File: src/cap_pkg.sv
// package: shared types, register indexes and the divide-by-255 helper
package cap_pkg;

    localparam int unsigned BYTE_W    = 8;
    localparam int unsigned PROD_W    = 2 * BYTE_W;
    localparam int unsigned CFG_IDX_W = 3;
    localparam int unsigned LANES     = 3;

    // register indexes of the configuration port
    typedef enum logic [CFG_IDX_W-1:0] {
        CFG_CONSTANT_ALPHA    = 3'd0,
        CFG_BLEND_OPERATION   = 3'd1,
        CFG_BLEND_FLAG_BITS   = 3'd2,
        CFG_ALPHA_FORMAT_BITS = 3'd3,
        CFG_SOURCE_IS_32BPP   = 3'd4
    } cfg_index_t;

    // blend operation code and the full-scale byte value
    localparam logic [BYTE_W-1:0] BLEND_OP_SRC_OVER = 8'd0;
    localparam logic [BYTE_W-1:0] BYTE_MAX          = 8'd255;

    // decoded configuration seen by the datapath
    typedef struct packed {
        logic [BYTE_W-1:0] constant_alpha;
        logic              per_pixel_alpha;
        logic              rejected;
    } cfg_t;

    // request leaving the source scaling half of the pipeline
    typedef struct packed {
        logic                         valid;
        logic                         rejected;
        logic [BYTE_W-1:0]            alpha;
        logic [LANES-1:0][BYTE_W-1:0] scaled;
        logic [LANES-1:0][BYTE_W-1:0] dst;
    } mid_t;

    // floor(x / 255) for x up to 255*255, by the add-and-shift identity
    function automatic logic [BYTE_W-1:0] div255(input logic [PROD_W-1:0] x);
        logic [PROD_W:0] sum;
        sum = {1'b0, x} + {{(BYTE_W + 1){1'b0}}, x[PROD_W-1:BYTE_W]} + 17'd1;
        return sum[PROD_W-1:BYTE_W];
    endfunction

endpackage

File: src/cap_cfg.sv
// configuration registers and unsupported-mode decode
module cap_cfg (
    input  logic                          clk,
    input  logic                          rst_n,
    input  logic                          cfg_wr_en,
    input  logic [cap_pkg::CFG_IDX_W-1:0] cfg_index,
    input  logic [cap_pkg::BYTE_W-1:0]    cfg_data,
    output cap_pkg::cfg_t                 cfg
);

    logic [cap_pkg::BYTE_W-1:0] constant_alpha_reg;
    logic [cap_pkg::BYTE_W-1:0] blend_operation_reg;
    logic [cap_pkg::BYTE_W-1:0] blend_flag_bits_reg;
    logic [cap_pkg::BYTE_W-1:0] alpha_format_bits_reg;
    logic                       source_is_32bpp_reg;

    // register writes, unknown indexes ignored
    always_ff @(posedge clk or negedge rst_n)
    begin
        if (!rst_n)
        begin
            constant_alpha_reg    <= cap_pkg::BYTE_MAX;
            blend_operation_reg   <= cap_pkg::BLEND_OP_SRC_OVER;
            blend_flag_bits_reg   <= '0;
            alpha_format_bits_reg <= '0;
            source_is_32bpp_reg   <= 1'b1;
        end
        else if (cfg_wr_en)
        begin
            case (cfg_index)
                cap_pkg::CFG_CONSTANT_ALPHA:    constant_alpha_reg    <= cfg_data;
                cap_pkg::CFG_BLEND_OPERATION:   blend_operation_reg   <= cfg_data;
                cap_pkg::CFG_BLEND_FLAG_BITS:   blend_flag_bits_reg   <= cfg_data;
                cap_pkg::CFG_ALPHA_FORMAT_BITS: alpha_format_bits_reg <= cfg_data;
                cap_pkg::CFG_SOURCE_IS_32BPP:   source_is_32bpp_reg   <= cfg_data[0];
                default: ;
            endcase
        end
    end

    // unsupported modes: other op, any flag, unknown format bit, pixel alpha on non-32bpp
    always_comb
    begin
        cfg.constant_alpha  = constant_alpha_reg;
        cfg.per_pixel_alpha = alpha_format_bits_reg[0];
        cfg.rejected        = (blend_operation_reg != cap_pkg::BLEND_OP_SRC_OVER)
                            || (blend_flag_bits_reg != '0)
                            || (alpha_format_bits_reg[cap_pkg::BYTE_W-1:1] != '0)
                            || (alpha_format_bits_reg[0] && !source_is_32bpp_reg);
    end

endmodule

File: src/cap_front.sv
// stages 1-2: source scaling by constant alpha and effective alpha
module cap_front (
    input  logic                       clk,
    input  logic                       rst_n,
    input  logic                       in_valid,
    input  cap_pkg::cfg_t              cfg,
    input  logic [cap_pkg::BYTE_W-1:0] src_red,
    input  logic [cap_pkg::BYTE_W-1:0] src_green,
    input  logic [cap_pkg::BYTE_W-1:0] src_blue,
    input  logic [cap_pkg::BYTE_W-1:0] src_alpha,
    input  logic [cap_pkg::BYTE_W-1:0] dst_byte0,
    input  logic [cap_pkg::BYTE_W-1:0] dst_byte1,
    input  logic [cap_pkg::BYTE_W-1:0] dst_byte2,
    output cap_pkg::mid_t              mid
);

    logic                                           valid1_reg;
    logic                                           rejected1_reg;
    logic                                           pp_alpha1_reg;
    logic [cap_pkg::BYTE_W-1:0]                     ca1_reg;
    logic [cap_pkg::LANES-1:0][cap_pkg::PROD_W-1:0] color_prod1_reg;
    logic [cap_pkg::PROD_W-1:0]                     alpha_prod1_reg;
    logic [cap_pkg::LANES-1:0][cap_pkg::BYTE_W-1:0] dst1_reg;
    logic [cap_pkg::PROD_W-1:0]                     ca_ext;
    cap_pkg::mid_t                                  mid_reg;
    cap_pkg::mid_t                                  mid_next;

    assign ca_ext = {{cap_pkg::BYTE_W{1'b0}}, cfg.constant_alpha};

    // stage 1 valid bit
    always_ff @(posedge clk or negedge rst_n)
    begin
        if (!rst_n)
        begin
            valid1_reg <= 1'b0;
        end
        else
        begin
            valid1_reg <= in_valid;
        end
    end

    // stage 1: source bytes times constant alpha
    always_ff @(posedge clk)
    begin
        rejected1_reg      <= cfg.rejected;
        pp_alpha1_reg      <= cfg.per_pixel_alpha;
        ca1_reg            <= cfg.constant_alpha;
        color_prod1_reg[0] <= {{cap_pkg::BYTE_W{1'b0}}, src_red}   * ca_ext;
        color_prod1_reg[1] <= {{cap_pkg::BYTE_W{1'b0}}, src_green} * ca_ext;
        color_prod1_reg[2] <= {{cap_pkg::BYTE_W{1'b0}}, src_blue}  * ca_ext;
        alpha_prod1_reg    <= {{cap_pkg::BYTE_W{1'b0}}, src_alpha} * ca_ext;
        dst1_reg[0]        <= dst_byte0;
        dst1_reg[1]        <= dst_byte1;
        dst1_reg[2]        <= dst_byte2;
    end

    // stage 2: divide by 255 and pick the effective alpha
    always_comb
    begin
        mid_next          = mid_reg;
        mid_next.valid    = valid1_reg;
        mid_next.rejected = rejected1_reg;
        mid_next.alpha    = pp_alpha1_reg ? cap_pkg::div255(alpha_prod1_reg) : ca1_reg;
        for (int i = 0; i < cap_pkg::LANES; i++)
        begin
            mid_next.scaled[i] = cap_pkg::div255(color_prod1_reg[i]);
        end
        mid_next.dst      = dst1_reg;
    end

    // stage 2 register, valid bit cleared on reset
    always_ff @(posedge clk or negedge rst_n)
    begin
        if (!rst_n)
        begin
            mid_reg <= '0;
        end
        else
        begin
            mid_reg <= mid_next;
        end
    end

    assign mid = mid_reg;

endmodule

File: src/cap_back.sv
// stages 3-4: destination weighting, sum and output registers
module cap_back (
    input  logic                       clk,
    input  logic                       rst_n,
    input  cap_pkg::mid_t              mid,
    output logic                       done,
    output logic [cap_pkg::BYTE_W-1:0] out_byte0,
    output logic [cap_pkg::BYTE_W-1:0] out_byte1,
    output logic [cap_pkg::BYTE_W-1:0] out_byte2,
    output logic                       rejected
);

    logic [cap_pkg::BYTE_W-1:0]                     inv_alpha;
    logic                                           valid3_reg;
    logic                                           rejected3_reg;
    logic [cap_pkg::LANES-1:0][cap_pkg::PROD_W-1:0] dst_prod3_reg;
    logic [cap_pkg::LANES-1:0][cap_pkg::BYTE_W-1:0] scaled3_reg;
    logic [cap_pkg::LANES-1:0][cap_pkg::BYTE_W-1:0] dst3_reg;
    logic                                           done_reg;
    logic                                           rejected_reg;
    logic [cap_pkg::LANES-1:0][cap_pkg::BYTE_W-1:0] out_reg;
    logic [cap_pkg::LANES-1:0][cap_pkg::BYTE_W-1:0] out_next;

    assign inv_alpha = cap_pkg::BYTE_MAX - mid.alpha;

    // valid bits
    always_ff @(posedge clk or negedge rst_n)
    begin
        if (!rst_n)
        begin
            valid3_reg <= 1'b0;
            done_reg   <= 1'b0;
        end
        else
        begin
            valid3_reg <= mid.valid;
            done_reg   <= valid3_reg;
        end
    end

    // stage 3: destination bytes times (255 - alpha)
    always_ff @(posedge clk)
    begin
        rejected3_reg <= mid.rejected;
        scaled3_reg   <= mid.scaled;
        dst3_reg      <= mid.dst;
        for (int i = 0; i < cap_pkg::LANES; i++)
        begin
            dst_prod3_reg[i] <= {{cap_pkg::BYTE_W{1'b0}}, mid.dst[i]}
                              * {{cap_pkg::BYTE_W{1'b0}}, inv_alpha};
        end
    end

    // stage 4: divide, add source part modulo 256, or pass destination through
    always_comb
    begin
        for (int i = 0; i < cap_pkg::LANES; i++)
        begin
            out_next[i] = rejected3_reg ? dst3_reg[i]
                                        : cap_pkg::div255(dst_prod3_reg[i]) + scaled3_reg[i];
        end
    end

    always_ff @(posedge clk)
    begin
        out_reg      <= out_next;
        rejected_reg <= rejected3_reg;
    end

    assign done      = done_reg;
    assign out_byte0 = out_reg[0];
    assign out_byte1 = out_reg[1];
    assign out_byte2 = out_reg[2];
    assign rejected  = rejected_reg;

endmodule

File: src/constant_alpha_pixel_blend.sv
// top level: constant-alpha source-over pixel blend pipeline
// a request accepted at an edge passes through stages 1-4, and its result is strobed by done
// throughput: one pixel per clock; busy is always low since all four stages advance every cycle
// the rate is set by the four-stage pipeline of 8x8 multiplies and divide-by-255 steps
// reset: rst_n clears the valid bits and loads the registers with their reset values
// the receiver cannot stall, so results leave on fixed cycles
module constant_alpha_pixel_blend (
    input  logic                          clk,
    input  logic                          rst_n,
    input  logic                          start,
    output logic                          busy,
    input  logic [cap_pkg::BYTE_W-1:0]    src_red,
    input  logic [cap_pkg::BYTE_W-1:0]    src_green,
    input  logic [cap_pkg::BYTE_W-1:0]    src_blue,
    input  logic [cap_pkg::BYTE_W-1:0]    src_alpha,
    input  logic [cap_pkg::BYTE_W-1:0]    dst_byte0,
    input  logic [cap_pkg::BYTE_W-1:0]    dst_byte1,
    input  logic [cap_pkg::BYTE_W-1:0]    dst_byte2,
    output logic                          done,
    output logic [cap_pkg::BYTE_W-1:0]    out_byte0,
    output logic [cap_pkg::BYTE_W-1:0]    out_byte1,
    output logic [cap_pkg::BYTE_W-1:0]    out_byte2,
    output logic                          rejected,
    input  logic                          cfg_wr_en,
    input  logic [cap_pkg::CFG_IDX_W-1:0] cfg_index,
    input  logic [cap_pkg::BYTE_W-1:0]    cfg_data
);

    cap_pkg::cfg_t cfg;
    cap_pkg::mid_t mid;
    logic          accept;

    // pipeline never holds off a request
    assign busy   = 1'b0;
    assign accept = start && !busy;

    // configuration registers
    cap_cfg u_cfg (
        .clk       (clk),
        .rst_n     (rst_n),
        .cfg_wr_en (cfg_wr_en),
        .cfg_index (cfg_index),
        .cfg_data  (cfg_data),
        .cfg       (cfg)
    );

    // source scaling half
    cap_front u_front (
        .clk       (clk),
        .rst_n     (rst_n),
        .in_valid  (accept),
        .cfg       (cfg),
        .src_red   (src_red),
        .src_green (src_green),
        .src_blue  (src_blue),
        .src_alpha (src_alpha),
        .dst_byte0 (dst_byte0),
        .dst_byte1 (dst_byte1),
        .dst_byte2 (dst_byte2),
        .mid       (mid)
    );

    // destination blend half
    cap_back u_back (
        .clk       (clk),
        .rst_n     (rst_n),
        .mid       (mid),
        .done      (done),
        .out_byte0 (out_byte0),
        .out_byte1 (out_byte1),
        .out_byte2 (out_byte2),
        .rejected  (rejected)
    );

`ifndef SYNTHESIS
    // every result comes from an earlier accepted request
    a_done_from_request: assert property (@(posedge clk) disable iff (!rst_n)
        done |-> $past(accept, 4))
        else $error("result without a matching request");

    // a rejected result carries the destination pixel of its request
    a_reject_passthrough: assert property (@(posedge clk) disable iff (!rst_n)
        (done && rejected) |-> (out_byte0 == $past(dst_byte0, 4))
                            && (out_byte1 == $past(dst_byte1, 4))
                            && (out_byte2 == $past(dst_byte2, 4)))
        else $error("rejected result does not match destination input");

    // an opaque source-over blend without pixel alpha returns the source colour
    a_opaque_copy: assert property (@(posedge clk) disable iff (!rst_n)
        ($past(accept, 4) && $past(cfg.constant_alpha, 4) == cap_pkg::BYTE_MAX
            && !$past(cfg.per_pixel_alpha, 4) && !$past(cfg.rejected, 4))
        |-> (out_byte0 == $past(src_red, 4)) && (out_byte1 == $past(src_green, 4))
            && (out_byte2 == $past(src_blue, 4)))
        else $error("opaque blend does not copy the source");
`endif

endmodule

File: config.mk
export PLATFORM = sky130hd
export DESIGN_NAME = constant_alpha_pixel_blend
export DESIGN_NICKNAME = d
export VERILOG_FILES = /design/src/cap_pkg.sv /design/src/cap_cfg.sv /design/src/cap_front.sv /design/src/cap_back.sv /design/src/constant_alpha_pixel_blend.sv
export SDC_FILE = /design/constraint.sdc
export NUM_CORES = 1
export LEC_CHECK = 0
export BUFFER_PORTS_ARGS = -buffer_cell sky130_fd_sc_hd__buf_4
export CORE_ASPECT_RATIO = 0.6
export CORE_MARGIN = 10
export CORE_UTILIZATION = 31
export CTS_BUF_LIST = sky130_fd_sc_hd__clkbuf_8
export DETAILED_ROUTE_END_ITERATION = 7
export PLACE_DENSITY = 0.44
export SYNTH_ARGS = -nofsm -noshare
export SYNTH_HDL_FRONTEND = slang
export SYNTH_SLANG_ARGS = --single-unit
File: constraint.sdc
create_clock -name clk -period 6.3 [get_ports clk]
set_clock_uncertainty 0.15 [all_clocks]
set_input_delay 0.945 -clock clk [delete_from_list [all_inputs] [get_ports clk]]
set_output_delay 0.945 -clock clk [all_outputs]
set_load 0.1 [all_outputs]
==> results.env <==
YS_WARN_COUNT=0
FLOW.AREA_GROWTH_FROM_SYNTHESIS_PCT=12.26
CLKLATENCYLATEPIN_NS=0.63
TIMING.CRITICAL_PATH.FANOUT_MAX=21
YOSYS.AREA.TOP_TYPE_SHARE_PCT=20.58
FLIP_FLOP_COUNT_OF_THE_LARGEST_REGISTER_ALL_COPIES_AND_WORDS_ADDED=58
SYNTH.FF_LATCH_COUNT=314
FINALSETUPVIOLCOUNT=0
FINAL_HOLD_VIOL_COUNT=0
CTS.SINKS=314
DETAILEDROUTE.FIRSTITERATIONVIOLATIONS=609
SYNTH.AREA.TOP_CELLS='fa_1 21%, dfxtp_1 18%, ha_1 16%'
GRT_OVERFLOW_TOTAL=0
SYNTH.YOSYS.SEQ_AREA_SHARE_PCT=27.29
POST_SYNTH_INST_COUNT=2459
DETAILEDROUTE.FIRSTPASSITERATIONCOUNT=5
REQUIRED_TIME_REPORTED_FOR_THE_CRITICAL_PATH_ENDPOINT_NS=6.63
FILLCELLCOUNT=8079
CTS-HOLD-FIX-BUFFERS=0
LARGEST_NET_DEGREE_AT_THE_START_OF_GLOBAL_ROUTING=65
GRT_SETUP_UNREPAIRED='no'
ANT_NETS=0
SETUP_TOTAL_NEGATIVE_SLACK_NS=0
VIA_COUNT_OF_THE_FIRST_GLOBAL_ROUTING_PASS=17900
CTS.CLK_SLEW.WORST_PATHS_NS=0.06
MAXSLEWVIOLCOUNT=0
POSTCTSSETUPREPAIRBUFS=0
FMAXACHIEVABLE_MHz=198.0
YS_DOMINANT_REG_CELL='dfxtp_1'
NETLIST-CELL-TYPE-COUNT=61
ROOT_BUFFER='clkbuf_8'
CTS-HTREE-LEVELS=2
SYN-CELL-AREA_UM2=24800
GLOBALROUTETOTALUTIL_PCT=13.13
HOLD_PATH_CLASS='reg -> reg'
FINAL_PERIOD_MINUS_WORST_SETUP_SLACK_NS=5.051
DRIVE_ABOVE_1_SHARE_PCT=9.797
PLACE_CONGESTION=0.7600
POSTCTS_RESIZE_CNT=0
FINAL.PERIOD_UTILIZATION_PCT=80.18
ROUTED_WL_UM=58640
CTSLONGESTPATHBUFFERS=3
PATH_CLASS='reg -> reg'
NUMCTSBUFFERS=50
FP.COREAREA_UM2=79380
FLOORPLAN.ROWS=80
DETAILROUTE.VIA_COUNT=16530
CRITPATHARRIVALTIME_NS=5.38
DRC=0
SYNTHESIS.AREA_PER_INSTANCE_UM2=10.09
INITIAL_UTILIZATION_PCT=31.24
SYNTH-ASYNC-RESET-RATIO_PCT=29.94
CTS_TREE='done'
WORST_SLEW_MARGIN_RELATIVE_TO_ITS_LIMIT_PCT=18.04
SYNTH.NET_COUNT=3107
STARTPOINT_TYPE='register'
DPL.HPWL_UM=45560
OUTCOME='complete, no violations'
WL_PER_CELL_UM=15.94
SYNTH-EDFF-COUNT=0
SETUP.WORST_PATH.END_CLASS='register'
DIE_SPAN_IN_Y_UM=239.1
MAX_CAP_VIOLATIONS=0
GRT_ANTENNA_BEFORE_REPAIR=5
DIE-AREA_UM2=92090
WORST-SLEW-PIN-TRANSITION_NS=1.226
GRT_FIRST_PASS_WIRELENGTH_UM=97920
PORTBUFFERS=96
ROUTED_VIA_DENSITY=4.493
SYNTH_AREA_LEADER_CELL='fa_1'
NUM-NETS-FINAL=3219
DIE_W_UM=385.2
NUM_IO_PINS=98
[path summary, 6_finish.rpt]
path / from / endpoint / slack, ns / depth (start not counted)
setup reg to reg: u_front.mid[51] / u_back.dst_prod3_reg[47] / 1.25 / 16
hold reg to reg: u_front.dst1_reg[6] / u_front.mid[6] / 0.17 / 0
min in group asynchronous: rst_n / u_front.mid[1] / 0.28 / 1
max in group asynchronous: rst_n / u_front.valid1_reg / 4.64 / 2
hold / removal: u_front.dst1_reg[6] / u_front.mid[6] / 0.17 / 0
setup / recovery: u_front.mid[51] / u_back.dst_prod3_reg[47] / 1.25 / 16
[synth_stat cells, types with 3 or more instances]
library cell,instances
a2111oi_0,3
a211oi_1,3
a21boi_0,7
a21o_1,16
a21oi_1,66
a31oi_1,5
and2_1,205
and3_1,13
clkbuf_1,47
dfrtp_1,85
dfstp_2,9
dfxtp_1,220
fa_1,255
ha_1,322
inv_1,361
mux2_2,40
nand2_1,112
nand2b_1,47
nand3_1,25
nand4_1,16
nor2_1,77
nor2b_1,171
nor3_1,26
nor4_1,9
o2111ai_1,3
o211ai_1,11
o21a_1,38
o21ai_0,51
o21ai_1,6
o31a_1,6
o31ai_1,4
or2_2,8
or3_1,11
or4_1,4
xnor2_1,104
xor2_1,39
[routing by layer]
layer / global-route usage (%) / wire length [um] / up-vias
li1: - / - / 8091
met4: 2.194 / 821 / 0
met1: 19.52 / 31060 / 8174
met2: 20.06 / 24570 / 210
met3: 2.014 / 2197 / 58
met5: 0 / 0 / -
[kinds of logic (layout without fill, tap and decap cells)]
group / Yosys count / in the layout / synth area share [%]
simple gates: 734 / 734 / 16.51
fa+ha+maj: 577 / 577 / 36.83
buf+inv: 411 / 565 / 6.241
flops: 314 / 314 / 27.29
compound gates: 239 / 239 / 6.246
xor+xnor: 143 / 143 / 5.050
mux: 40 / 40 / 1.816
other cells: 1 / 2 / 0.01512
[final cells by class]
class / count / area (um2) / share of cell area (%)
clock buffer: 62 / 853.3 / 3.065
antenna: 1 / 2.502 / 0.008988
clock inverter: 32 / 205.2 / 0.7370
timing repair buffer: 110 / 825.8 / 2.966
inverter: 361 / 1355 / 4.867
tap: 1066 / 1334 / 4.791
multi-input combinational: 1734 / 16500 / 59.25
sequential: 314 / 6769 / 24.31
[through the flow]
| step | cell area [um2] | cells | utilization [%] | hold slack (ns) | setup WS [ns] |
|---|---|---|---|---|---|
| global placement | 26780 | 3585 | 33.74 | 0.1706 | 1.180 |
| global route | 27840 | 3680 | 35.08 | 0.1797 | 0.8338 |
| floorplan | 24800 | 2459 | - | 0.1663 | 1.615 |
| finish | 27840 | 3680 | 35.08 | 0.1729 | 1.249 |
| CTS | 27840 | 3679 | 35.07 | 0.1724 | 1.187 |
| detailed placement | 26780 | 3585 | 33.74 | 0.1695 | 1.172 |
[cell usage in the layout, fill, tap and decap left out, drive strengths merged, types with 12 or more instances in the layout]
cell,synthesis,layout
clkbuf,47,62
and2,205,205
nand2b,47,47
o211ai,12,12
o21ai,57,57
xnor2,104,104
xor2,39,39
nor2b,171,171
nand4,16,16
mux2,40,40
buf,3,110
nand2,112,112
fa,255,255
a21o,16,16
ha,322,322
nor3,26,26
a21oi,68,68
inv,361,380
dfrtp,85,85
and3,13,13
nand3,26,26
nor2,77,77
dfxtp,220,220
o21a,38,38
[critical path: stages, from the launching register on]
cell and delay, ns:
dfrtp_1 1.01, buf_4 0.28, nor2b_1 0.06, fa_1 0.41, fa_1 0.44, ha_1 0.29, inv_1 0.04, fa_1 0.49
inv_1 0.05, ha_1 0.30, nor2b_1 0.14, o21ai_0 0.20, a21boi_0 0.17, o31a_1 0.31, o211ai_1 0.28, a21oi_1 0.14
xnor2_1 0.14
Power is left out: the tool's default activity adds up to more than one toggle a clock period on the data nets, which glitch-free logic cannot reach.
